### config.mk
export PLATFORM = sky130hd
export DESIGN_NAME = cpu_scheduler_tick
export DESIGN_NICKNAME = d
export VERILOG_FILES = /design/src/cst_pkg.sv /design/src/cpu_scheduler_tick.sv /design/src/cst_slot_cell.sv /design/src/cst_ready_cell.sv
export SDC_FILE = /design/constraint.sdc
export NUM_CORES = 2
export LEC_CHECK = 0
export BUFFER_PORTS_ARGS = -buffer_cell sky130_fd_sc_hd__buf_2
export CAP_MARGIN = 10
export CORE_MARGIN = 2
export CORE_UTILIZATION = 53
export DETAILED_ROUTE_END_ITERATION = 10
export PLACE_DENSITY_LB_ADDON = 0.08
export SYNTH_ARGS = -nofsm -noshare
export SYNTH_HDL_FRONTEND = slang
export SYNTH_SLANG_ARGS = --single-unit
### constraint.sdc
create_clock -name clk -period 9.05 [get_ports clk]
set_input_delay 0.905 -clock clk [delete_from_list [all_inputs] [get_ports clk]]
set_output_delay 0.905 -clock clk [all_outputs]
set_load 0.1 [all_outputs]
### src/cst_pkg.sv
// Shared types and constants for the scheduler tick block.
package cst_pkg;

    localparam int MAX_PROCS = 16;
    localparam int TIME_BITS = 16;
    localparam int SLOT_BITS = $clog2(MAX_PROCS);
    localparam int CNT_BITS  = $clog2(MAX_PROCS + 1);
    localparam int PID_BITS  = 16;
    localparam logic [TIME_BITS-1:0] TIME_MAX = {TIME_BITS{1'b1}};
    localparam logic [CNT_BITS-1:0]  NO_SLOT  = CNT_BITS'(MAX_PROCS);

    localparam logic [1:0] ALG_FCFS = 2'd0;
    localparam logic [1:0] ALG_SJF  = 2'd1;
    localparam logic [1:0] ALG_SRTF = 2'd2;
    localparam logic [1:0] ALG_RR   = 2'd3;

    localparam logic [1:0] REG_ALGORITHM = 2'd0;
    localparam logic [1:0] REG_QUANTUM   = 2'd1;
    localparam logic [1:0] REG_COUNT     = 2'd2;

    // per-slot record held by one cell
    typedef struct packed {
        logic [PID_BITS-1:0]  pid;
        logic [TIME_BITS-1:0] arrival;
        logic [TIME_BITS-1:0] burst;
        logic [TIME_BITS-1:0] remaining;
        logic [TIME_BITS-1:0] start;
        logic                 started;
        logic                 entered;
        logic                 finished;
    } slot_rec_t;

    // ready list entry in a shift cell
    typedef struct packed {
        logic                 valid;
        logic [SLOT_BITS-1:0] slot;
    } rdy_ent_t;

endpackage

### src/cpu_scheduler_tick.sv
// Top level of the scheduler tick block: sequencer over slot cells and a ready chain.
//
// Channels: s_axis carries load and tick items; tdata packs slot, proc_id,
// arrival_time, burst_length and tuser holds mode. m_axis returns one result
// per tick item; a load item gives no result. cfg writes algorithm (0),
// time_quantum (1) and process_count (2) while the block is idle.
// A load walks the ready chain once to drop the slot, then writes the slot
// record. A tick walks the slots once for arrivals (one slot a cycle), the
// ready list once for the selection (one entry a cycle), takes out the
// chosen entry by shifting the chain, runs the process, then walks the
// slots again to fold the finished flags into all_done.
// The result sits in an output register; s_axis is not ready again until
// that register is taken, so a stalled receiver stalls the input. The next
// item is taken at the earliest in the cycle after the result is taken.
// Reset clears the flags of all slots, empties the ready list, sets time 0,
// quantum 4, algorithm FCFS and zero processes. Slot payloads are undefined
// until loaded.
module cpu_scheduler_tick (
    input  logic        clk,
    input  logic        rst_n,
    input  logic        s_axis_tvalid,
    output logic        s_axis_tready,
    input  logic [55:0] s_axis_tdata,  // slot[3:0], proc_id, arrival_time, burst_length
    input  logic        s_axis_tuser,  // mode
    output logic        m_axis_tvalid,
    input  logic        m_axis_tready,
    output logic [63:0] m_axis_tdata,  // tick_time, run_id, done_start, done_finish
    output logic [2:0]  m_axis_tuser,  // idle, done_res, all_done
    input  logic        cfg_valid,
    output logic        cfg_ready,
    input  logic [1:0]  cfg_index,
    input  logic [15:0] cfg_data
);
    import cst_pkg::*;

    localparam logic [3:0] ST_IDLE   = 4'd0;
    localparam logic [3:0] ST_LDROP  = 4'd1;
    localparam logic [3:0] ST_LSHIFT = 4'd2;
    localparam logic [3:0] ST_ARR    = 4'd3;
    localparam logic [3:0] ST_SEL    = 4'd4;
    localparam logic [3:0] ST_DECIDE = 4'd5;
    localparam logic [3:0] ST_TAKE   = 4'd6;
    localparam logic [3:0] ST_RUN    = 4'd7;
    localparam logic [3:0] ST_OUT    = 4'd8;
    localparam logic [3:0] ST_LWR    = 4'd9;
    localparam logic [3:0] ST_PUSH2  = 4'd10;

    logic [3:0]           state_reg, state_next;
    logic [1:0]           alg_reg;
    logic [TIME_BITS-1:0] quant_reg;
    logic [CNT_BITS-1:0]  pcount_reg;
    logic [TIME_BITS-1:0] now_reg;
    logic [CNT_BITS-1:0]  cur_reg;
    logic [TIME_BITS-1:0] slice_reg;
    logic [CNT_BITS-1:0]  rcount_reg;
    logic [CNT_BITS-1:0]  idx_reg;
    logic [CNT_BITS-1:0]  best_reg;
    logic [SLOT_BITS-1:0] in_slot_reg;
    logic [PID_BITS-1:0]  in_pid_reg;
    logic [TIME_BITS-1:0] in_arr_reg, in_burst_reg;
    logic                 cand_push_reg;  // SRTF: candidate preempts, current pushed back
    logic                 out_valid_reg;
    logic [63:0]          out_data_reg;
    logic [2:0]           out_user_reg;

    slot_rec_t            rec [MAX_PROCS];
    logic                 slot_wr [MAX_PROCS];
    slot_rec_t            slot_wrec;
    logic [SLOT_BITS-1:0] slot_wsel;
    logic                 slot_we;

    rdy_ent_t             rent [MAX_PROCS];
    logic                 r_shift [MAX_PROCS];
    logic                 r_load [MAX_PROCS];
    logic [CNT_BITS-1:0]  rm_pos;
    logic                 rm_en;
    logic                 push_en;
    logic [SLOT_BITS-1:0] push_slot;

    logic [CNT_BITS-1:0]  count_eff;
    logic [TIME_BITS-1:0] quant_eff;
    logic [SLOT_BITS-1:0] cur_s;
    logic [SLOT_BITS-1:0] idx_s;
    logic [SLOT_BITS-1:0] best_s;
    slot_rec_t            cur_rec, idx_rec, best_rec, ent_rec;
    logic                 run_done;

    assign count_eff = (pcount_reg > NO_SLOT) ? NO_SLOT : pcount_reg;
    assign quant_eff = (quant_reg == '0) ? TIME_BITS'(1) : quant_reg;
    assign cur_s     = cur_reg[SLOT_BITS-1:0];
    assign idx_s     = idx_reg[SLOT_BITS-1:0];
    assign best_s    = rent[best_reg[SLOT_BITS-1:0]].slot;
    assign cur_rec   = rec[cur_s];
    assign idx_rec   = rec[idx_s];
    assign best_rec  = rec[best_s];
    assign ent_rec   = rec[rent[idx_s].slot];
    assign run_done  = (cur_reg != NO_SLOT) && (cur_rec.remaining <= TIME_BITS'(1));

    assign s_axis_tready = (state_reg == ST_IDLE) && !out_valid_reg;
    assign cfg_ready     = (state_reg == ST_IDLE);
    assign m_axis_tvalid = out_valid_reg;
    assign m_axis_tdata  = out_data_reg;
    assign m_axis_tuser  = out_user_reg;

    // slot cells
    genvar g;
    generate
        for (g = 0; g < MAX_PROCS; g++)
        begin : g_slot
            assign slot_wr[g] = slot_we && (slot_wsel == SLOT_BITS'(g));
            cst_slot_cell u_cell (
                .clk    (clk),
                .rst_n  (rst_n),
                .wr_en  (slot_wr[g]),
                .wr_rec (slot_wrec),
                .rec    (rec[g])
            );
        end
    endgenerate

    // ready chain cells: removal shifts cells at and above rm_pos
    generate
        for (g = 0; g < MAX_PROCS; g++)
        begin : g_rdy
            rdy_ent_t nbr;
            if (g == MAX_PROCS - 1)
            begin : g_end
                assign nbr = '0;
            end
            else
            begin : g_mid
                assign nbr = rent[g+1];
            end
            assign r_shift[g] = rm_en && (CNT_BITS'(g) >= rm_pos);
            assign r_load[g]  = push_en &&
                (CNT_BITS'(g) == (rm_en ? rcount_reg - 1'b1 : rcount_reg));
            cst_ready_cell u_rc (
                .clk      (clk),
                .rst_n    (rst_n),
                .clr      (1'b0),
                .shift    (r_shift[g]),
                .nbr      (nbr),
                .load     (r_load[g]),
                .load_ent ({1'b1, push_slot}),
                .ent      (rent[g])
            );
        end
    endgenerate

    // sequencer control and cell write strobes
    always_comb
    begin
        state_next = state_reg;
        slot_we    = 1'b0;
        slot_wsel  = idx_s;
        slot_wrec  = idx_rec;
        rm_en      = 1'b0;
        rm_pos     = idx_reg;
        push_en    = 1'b0;
        push_slot  = cur_s;
        case (state_reg)
            ST_IDLE:
            begin
                if (s_axis_tvalid && s_axis_tready)
                begin
                    state_next = s_axis_tuser ? ST_ARR : ST_LDROP;
                end
            end
            ST_LDROP:
            begin
                if (idx_reg >= rcount_reg)
                begin
                    state_next = ST_LWR;
                end
                else if (rent[idx_s].slot == in_slot_reg)
                begin
                    rm_en      = 1'b1;
                    state_next = ST_LWR;
                end
            end
            ST_LWR:
            begin
                slot_we            = 1'b1;
                slot_wsel          = in_slot_reg;
                slot_wrec.pid      = in_pid_reg;
                slot_wrec.arrival  = in_arr_reg;
                slot_wrec.burst    = in_burst_reg;
                slot_wrec.remaining= in_burst_reg;
                slot_wrec.start    = '0;
                slot_wrec.started  = 1'b0;
                slot_wrec.entered  = 1'b0;
                slot_wrec.finished = 1'b0;
                state_next         = ST_IDLE;
            end
            ST_ARR:
            begin
                if (idx_reg >= count_eff)
                begin
                    state_next = ST_SEL;
                end
                else if (!idx_rec.entered && idx_rec.arrival == now_reg)
                begin
                    slot_we           = 1'b1;
                    slot_wrec.entered = 1'b1;
                    push_en           = (rcount_reg < NO_SLOT);
                    push_slot         = idx_s;
                end
            end
            ST_SEL:
            begin
                if (idx_reg >= rcount_reg)
                begin
                    state_next = ST_DECIDE;
                end
            end
            ST_DECIDE:
            begin
                state_next = ST_RUN;
                if (rcount_reg != '0)
                begin
                    if (alg_reg == ALG_SRTF)
                    begin
                        state_next = ST_TAKE;
                    end
                    else if (cur_reg == NO_SLOT)
                    begin
                        state_next = ST_TAKE;
                    end
                end
            end
            ST_TAKE:
            begin
                // remove chosen entry; SRTF preempt or keep
                rm_en  = 1'b1;
                rm_pos = best_reg;
                if (cand_push_reg)
                begin
                    push_en   = 1'b1;
                    push_slot = cur_s;
                end
                else if (alg_reg == ALG_SRTF && cur_reg != NO_SLOT &&
                         !(best_rec.remaining < cur_rec.remaining))
                begin
                    push_en   = 1'b1;
                    push_slot = best_s;
                end
                state_next = ST_PUSH2;
            end
            ST_PUSH2:
            begin
                // mark start of the new running slot
                if (cur_reg != NO_SLOT && !cur_rec.started)
                begin
                    slot_we           = 1'b1;
                    slot_wsel         = cur_s;
                    slot_wrec         = cur_rec;
                    slot_wrec.started = 1'b1;
                    slot_wrec.start   = now_reg;
                end
                state_next = ST_RUN;
            end
            ST_RUN:
            begin
                if (cur_reg != NO_SLOT)
                begin
                    slot_we   = 1'b1;
                    slot_wsel = cur_s;
                    slot_wrec = cur_rec;
                    if (cur_rec.remaining <= TIME_BITS'(1))
                    begin
                        slot_wrec.remaining = '0;
                        slot_wrec.finished  = 1'b1;
                    end
                    else
                    begin
                        slot_wrec.remaining = cur_rec.remaining - 1'b1;
                        if (alg_reg == ALG_RR && slice_reg <= TIME_BITS'(1))
                        begin
                            push_en   = (rcount_reg < NO_SLOT);
                            push_slot = cur_s;
                        end
                    end
                end
                state_next = ST_OUT;
            end
            ST_OUT:
            begin
                if (idx_reg >= count_eff)
                begin
                    state_next = ST_IDLE;
                end
            end
            default:
            begin
                state_next = ST_IDLE;
            end
        endcase
    end

    // sequencer registers
    always_ff @(posedge clk or negedge rst_n)
    begin
        if (!rst_n)
        begin
            state_reg     <= ST_IDLE;
            alg_reg       <= ALG_FCFS;
            quant_reg     <= TIME_BITS'(4);
            pcount_reg    <= '0;
            now_reg       <= '0;
            cur_reg       <= NO_SLOT;
            slice_reg     <= TIME_BITS'(4);
            rcount_reg    <= '0;
            idx_reg       <= '0;
            best_reg      <= '0;
            cand_push_reg <= 1'b0;
            out_valid_reg <= 1'b0;
            out_data_reg  <= '0;
            out_user_reg  <= '0;
        end
        else
        begin
            state_reg <= state_next;
            if (out_valid_reg && m_axis_tready)
            begin
                out_valid_reg <= 1'b0;
            end
            if (cfg_valid && cfg_ready)
            begin
                case (cfg_index)
                    REG_ALGORITHM: alg_reg    <= cfg_data[1:0];
                    REG_QUANTUM:   quant_reg  <= cfg_data;
                    REG_COUNT:     pcount_reg <= cfg_data[CNT_BITS-1:0];
                    default:       ;
                endcase
            end
            // ready count follows removals and pushes
            rcount_reg <= rcount_reg - CNT_BITS'(rm_en) + CNT_BITS'(push_en);
            case (state_reg)
                ST_IDLE:
                begin
                    idx_reg <= '0;
                end
                ST_LDROP:
                begin
                    idx_reg <= idx_reg + 1'b1;
                end
                ST_LWR:
                begin
                    if (cur_reg == CNT_BITS'(in_slot_reg))
                    begin
                        cur_reg   <= NO_SLOT;
                        slice_reg <= quant_eff;
                    end
                end
                ST_ARR:
                begin
                    if (idx_reg >= count_eff)
                    begin
                        idx_reg  <= CNT_BITS'(1);
                        best_reg <= '0;
                    end
                    else
                    begin
                        idx_reg <= idx_reg + 1'b1;
                    end
                end
                ST_SEL:
                begin
                    // walk the list keeping the best metric
                    if (idx_reg < rcount_reg)
                    begin
                        if (alg_reg == ALG_SJF || alg_reg == ALG_SRTF)
                        begin
                            if (((alg_reg == ALG_SRTF) ?
                                 (ent_rec.remaining < best_rec.remaining) :
                                 (ent_rec.burst < best_rec.burst)) ||
                                (((alg_reg == ALG_SRTF) ?
                                  (ent_rec.remaining == best_rec.remaining) :
                                  (ent_rec.burst == best_rec.burst)) &&
                                 ent_rec.pid < best_rec.pid))
                            begin
                                best_reg <= idx_reg;
                            end
                        end
                        idx_reg <= idx_reg + 1'b1;
                    end
                end
                ST_DECIDE:
                begin
                    cand_push_reg <= (alg_reg == ALG_SRTF) && (cur_reg != NO_SLOT) &&
                                     (best_rec.remaining < cur_rec.remaining);
                end
                ST_TAKE:
                begin
                    if (alg_reg != ALG_SRTF || cur_reg == NO_SLOT ||
                        best_rec.remaining < cur_rec.remaining)
                    begin
                        cur_reg <= CNT_BITS'(best_s);
                        if (alg_reg == ALG_RR)
                        begin
                            slice_reg <= quant_eff;
                        end
                    end
                end
                ST_RUN:
                begin
                    out_data_reg[15:0]  <= now_reg;
                    out_data_reg[31:16] <= (cur_reg != NO_SLOT) ? cur_rec.pid : '0;
                    out_data_reg[47:32] <= run_done ? cur_rec.start : '0;
                    out_data_reg[63:48] <= run_done ?
                                           ((now_reg < TIME_MAX) ? now_reg + 1'b1 : now_reg) :
                                           '0;
                    out_user_reg[0]     <= (cur_reg == NO_SLOT);
                    out_user_reg[1]     <= run_done;
                    if (cur_reg != NO_SLOT)
                    begin
                        if (run_done)
                        begin
                            cur_reg   <= NO_SLOT;
                            slice_reg <= quant_eff;
                        end
                        else if (alg_reg == ALG_RR)
                        begin
                            if (slice_reg <= TIME_BITS'(1))
                            begin
                                cur_reg   <= NO_SLOT;
                                slice_reg <= quant_eff;
                            end
                            else
                            begin
                                slice_reg <= slice_reg - 1'b1;
                            end
                        end
                    end
                    idx_reg         <= '0;
                    out_user_reg[2] <= 1'b1;
                end
                ST_OUT:
                begin
                    // fold finished flags into all_done
                    if (idx_reg < count_eff)
                    begin
                        if (!idx_rec.finished)
                        begin
                            out_user_reg[2] <= 1'b0;
                        end
                        idx_reg <= idx_reg + 1'b1;
                    end
                    else
                    begin
                        out_valid_reg <= 1'b1;
                        if (now_reg < TIME_MAX)
                        begin
                            now_reg <= now_reg + 1'b1;
                        end
                    end
                end
                default:
                begin
                end
            endcase
        end
    end

    // capture the load payload
    always_ff @(posedge clk)
    begin
        if (s_axis_tvalid && s_axis_tready)
        begin
            in_slot_reg  <= s_axis_tdata[3:0];
            in_pid_reg   <= s_axis_tdata[19:4];
            in_arr_reg   <= s_axis_tdata[35:20];
            in_burst_reg <= (s_axis_tdata[51:36] == '0) ? TIME_BITS'(1) :
                            s_axis_tdata[51:36];
        end
    end
endmodule

### src/cst_slot_cell.sv
// One process slot cell: holds the slot record and applies writes from the sequencer.
module cst_slot_cell (
    input  logic                   clk,
    input  logic                   rst_n,
    input  logic                   wr_en,
    input  cst_pkg::slot_rec_t     wr_rec,
    output cst_pkg::slot_rec_t     rec
);
    import cst_pkg::*;

    slot_rec_t rec_reg;
    logic      started_reg, entered_reg, finished_reg;

    // hold flags under reset, payload without
    always_ff @(posedge clk or negedge rst_n)
    begin
        if (!rst_n)
        begin
            started_reg  <= 1'b0;
            entered_reg  <= 1'b0;
            finished_reg <= 1'b0;
        end
        else if (wr_en)
        begin
            started_reg  <= wr_rec.started;
            entered_reg  <= wr_rec.entered;
            finished_reg <= wr_rec.finished;
        end
    end

    always_ff @(posedge clk)
    begin
        if (wr_en)
        begin
            rec_reg <= wr_rec;
        end
    end

    always_comb
    begin
        rec          = rec_reg;
        rec.started  = started_reg;
        rec.entered  = entered_reg;
        rec.finished = finished_reg;
    end
endmodule

### src/cst_ready_cell.sv
// One ready list cell: part of a shift chain, takes its right neighbor on removal.
module cst_ready_cell (
    input  logic                clk,
    input  logic                rst_n,
    input  logic                clr,
    input  logic                shift,
    input  cst_pkg::rdy_ent_t   nbr,
    input  logic                load,
    input  cst_pkg::rdy_ent_t   load_ent,
    output cst_pkg::rdy_ent_t   ent
);
    import cst_pkg::*;

    rdy_ent_t ent_reg;

    // shift from the neighbor, load a push, or drop
    always_ff @(posedge clk or negedge rst_n)
    begin
        if (!rst_n)
        begin
            ent_reg <= '0;
        end
        else if (clr)
        begin
            ent_reg <= '0;
        end
        else if (load)
        begin
            ent_reg <= load_ent;
        end
        else if (shift)
        begin
            ent_reg <= nbr;
        end
    end

    assign ent = ent_reg;
endmodule

==> PnR_summary.wiki <==
{| class="wikitable"
! Metric !! Value
|-
| Status || completed
|-
| Share of the yosys chip area belonging to registers || 0.514
|-
| Ports placed on the boundary || 150
|-
| Clock Skew || 42.2 ps
|-
| Final Hold Violating Endpoints || 0
|-
| Worst Setup Path Type || reg -> reg
|-
| Leakage power total || 33.6 nW
|-
| Largest register FFs || 1280
|-
| Top fanout value on the critical path || 36
|-
| Post-route minimum period || 7870 ps
|-
| Iter 0 DRT Violations || 8383
|-
| Setup repair after global routing missed its margin || false
|-
| Share of layout cells above drive strength 1 || 0.339
|-
| Largest net degree at the start of global routing || 135
|-
| Number of distinct library cell variants in the gate-level netlist after synthesis || 99
|-
| Final instance area || 99700 um2
|-
| Met2 Track Usage GR || 0.501
|-
| Number of buffers created by CTS || 174
|-
| Total Negative Setup Slacks || 0 ps
|-
| Post-synth net total || 5663
|-
| Clock Pin Slew Worst Setup and Hold Paths || 60 ps
|-
| Predominant post-synthesis flop cell || edfxtp_1
|-
| Via Count || 58000
|-
| Synth Area per Inst || 16.5 um2
|-
| Number of gates given a new drive strength after cts || 0
|-
| Total iterations of the first detailed-routing run || 6
|-
| Half-perimeter wire length of the detailed placement result || 165000 um
|-
| Cell at the root of the clock tree || clkbuf_16
|-
| Average detailed-routed wire length per instance || 36.0 um
|-
| Number of clock sinks seen by CTS || 1592
|-
| Met3 usage in global routing || 0.0784
|-
| Proportion of register bits with asynchronous set or reset after synthesis || 0.163
|-
| Placer Congestion || 0.878
|-
| Clock network latency to the later pin of the worst-skew pair || 850 ps
|-
| Number of synthesized register bits || 1592
|-
| Global-route wire length before repair || 412000 um
|-
| Vias per cell || 7.35
|-
| Overall fraction of global-route tracks in use || 0.329
|-
| Type of the tightest min-delay check || in -> async
|-
| Measured slew at the worst slew-check pin || 1120 ps
|-
| Setup violations, final || 0
|-
| Growth of design area from synthesis to finish || 10.1%
|-
| Most frequent standard cell in the layout excluding fill and tap cells || edfxtp_1
|-
| Floorplan die height || 417 um
|-
| Postcts setup bufs || 0
|-
| Global-route congestion overflow total || 0
|-
| Power per cell area || 277 nW/um2
|-
| CTS tree || built
|-
| Top library cells by usage in the layout, fill and taps aside || 1332 x edfxtp_1, 1161 x mux4_2, 471 x nand2_1, 329 x mux2i_1, 249 x dfrtp_1
|-
| Required time at the worst-slack endpoint || 9780 ps
|-
| Met1 routing resource usage after global routing || 0.469
|-
| Signal arrival time at the worst endpoint || 8600 ps
|-
| Worst IR Drop VDD || 0.198 mV
|-
| Max-slew violations || 0
|-
| Placed inst area || 94000 um2
|-
| Summed instance area of the synthesized netlist || 90500 um2
|-
| Number of levels the H-tree was split into || 4
|-
| Count of antenna-violating nets left after detailed routing || 0
|-
| Relative slew slack || 0.239
|-
| Number of enable-type register cells in the synthesized netlist || 1332
|-
| Sum of routed wire length over all layers || 284000 um
|-
| Width of the chip || 417 um
|-
| Max Clk Rate || 127 MHz
|-
| Setup ws final || 1180 ps
|-
| Number of antenna violations at the first check in global routing || 6
|-
| Share of the core filled with cells in the final layout || 0.588
|-
| Ratio of final minimum period to clock period || 0.870
|-
| Hold buffer count at cts || 0
|-
| Cell row count || 151
|-
| Vias in the first global route || 57300
|-
| Critical path startpoint category || flip-flop
|-
| Pre-CTS worst setup slack || 1290 ps
|-
| IO Port Bufs || 145
|-
| Top Usage Layer GRT || met2
|-
| Die area || 174000 um2
|-
| Starting density of the core || 0.534
|-
| Max Cap Viol || 0
|-
| Number of warnings issued by yosys || 0
|-
| Worst hold slack after final layout || 89.2 ps
|-
| Core Region || 169000 um2
|-
| Nature of the critical path endpoint || flip-flop
|-
| Count of cells along the worst register-to-register path || 27
|-
| Count of mapped cells out of synthesis || 5493
|-
| Net count, final || 5686
|-
| DRC violations left || 0
|-
| Maximum buffer depth of the clock tree || 3
|}
[report_power, final]
group | switching, W | total, W | leakage, nW | internal [W]
Clock | 0.00302 | 0.00717 | 2.79 | 0.00415
Combinational | 0.00609 | 0.00964 | 15.3 | 0.00355
Sequential | 0.000508 | 0.0108 | 15.5 | 0.0103
[synth_stat cells, drive strengths merged (18+ instances only)]
cell	n	area [um2]
and3	18	113
ha	89	1110
xnor2	34	298
and2	21	134
nor2b	76	475
a22o	27	236
nand3	65	330
mux2	108	1220
nor3	41	239
a21o	25	188
edfxtp	1332	40000
inv	58	218
a21oi	177	897
a22oi	60	450
xor2	23	201
buf	185	926
nor4	38	454
o21ai	145	733
nand2	472	1770
clkbuf	286	1070
a211oi	58	435
mux4	1184	26700
dfrtp	257	6430
nand4	47	294
nor2	117	447
mux2i	330	3300
[worst max-delay path, cell delays in order, from the launching register on]
cell	delay, ps
dfrtp_1	840
buf_4	300
mux4_2	530
mux4_4	960
inv_6	500
buf_12	350
mux2i_1	300
mux2i_1	210
ha_1	360
a21o_1	110
a21oi_1	90
o21ai_0	290
o21ai_0	210
a31oi_1	470
o21ai_0	160
o22ai_1	240
buf_4	260
inv_1	70
ha_1	290
inv_1	60
ha_1	150
inv_1	60
fa_1	410
nor2_1	110
nor2_1	50
nor2_1	80
nor2_1	60
xnor2_1	110
[cells by family (layout without fill, tap and decap cells)]
logic type                 Yosys count  after routing  share of synthesized area
AOI/OAI and AO/OA                  647            647                     0.0467
xor gates and xnor gates            57             57                    0.00552
adders and majority gates           90             90                     0.0125
buffers and inverters              532            705                     0.0246
DFF                               1592           1592                      0.514
muxes                             1622           1622                      0.345
other                                0              3                          0
and+or+nand+nor                    953            953                     0.0515
[cell type report]
| class | instances | area (um2) |
|---|---|---|
| fill | 12700 | 69800 |
| sequential | 1592 | 46500 |
| multi-input combinational | 3369 | 41900 |
| clock buffer | 236 | 4790 |
| tap | 2218 | 2780 |
| timing repair buffer | 318 | 2470 |
| clock inverter | 90 | 936 |
| inverter | 61 | 254 |
| antenna | 3 | 7.51 |
[path summary, 6_finish.rpt]
check | startpoint | end | slack, ps
worst max-delay path | best_reg[0] | rcount_reg[4] | 1180
worst min-delay path | rst_n | m_axis_tdata[61] | 90
worst max register to register | best_reg[0] | rcount_reg[4] | 1180
worst min register to register | m_axis_tdata[61] | m_axis_tdata[61] | 470
max in group asynchronous | rst_n | m_axis_tdata[39] | 7410
min in group clk | s_axis_tdata[29] | in_arr_reg[9] | 230
[through the flow]
step	instances	power, W
floorplan	5493	0.0173
global placement	7558	0.0203
detailed placement	7558	0.0204
CTS	7884	0.0276
global route	7884	0.0287
finish	7887	0.0276
[metal layers]
metal | share of wire | vias up
met5 | 0 | -
met3 | 0.11 | 608
met4 | 0.038 | 0
met1 | 0.38 | 30600
met2 | 0.46 | 3636
li1 | - | 23100
No activity file was read; power rests on OpenSTA's default activity.
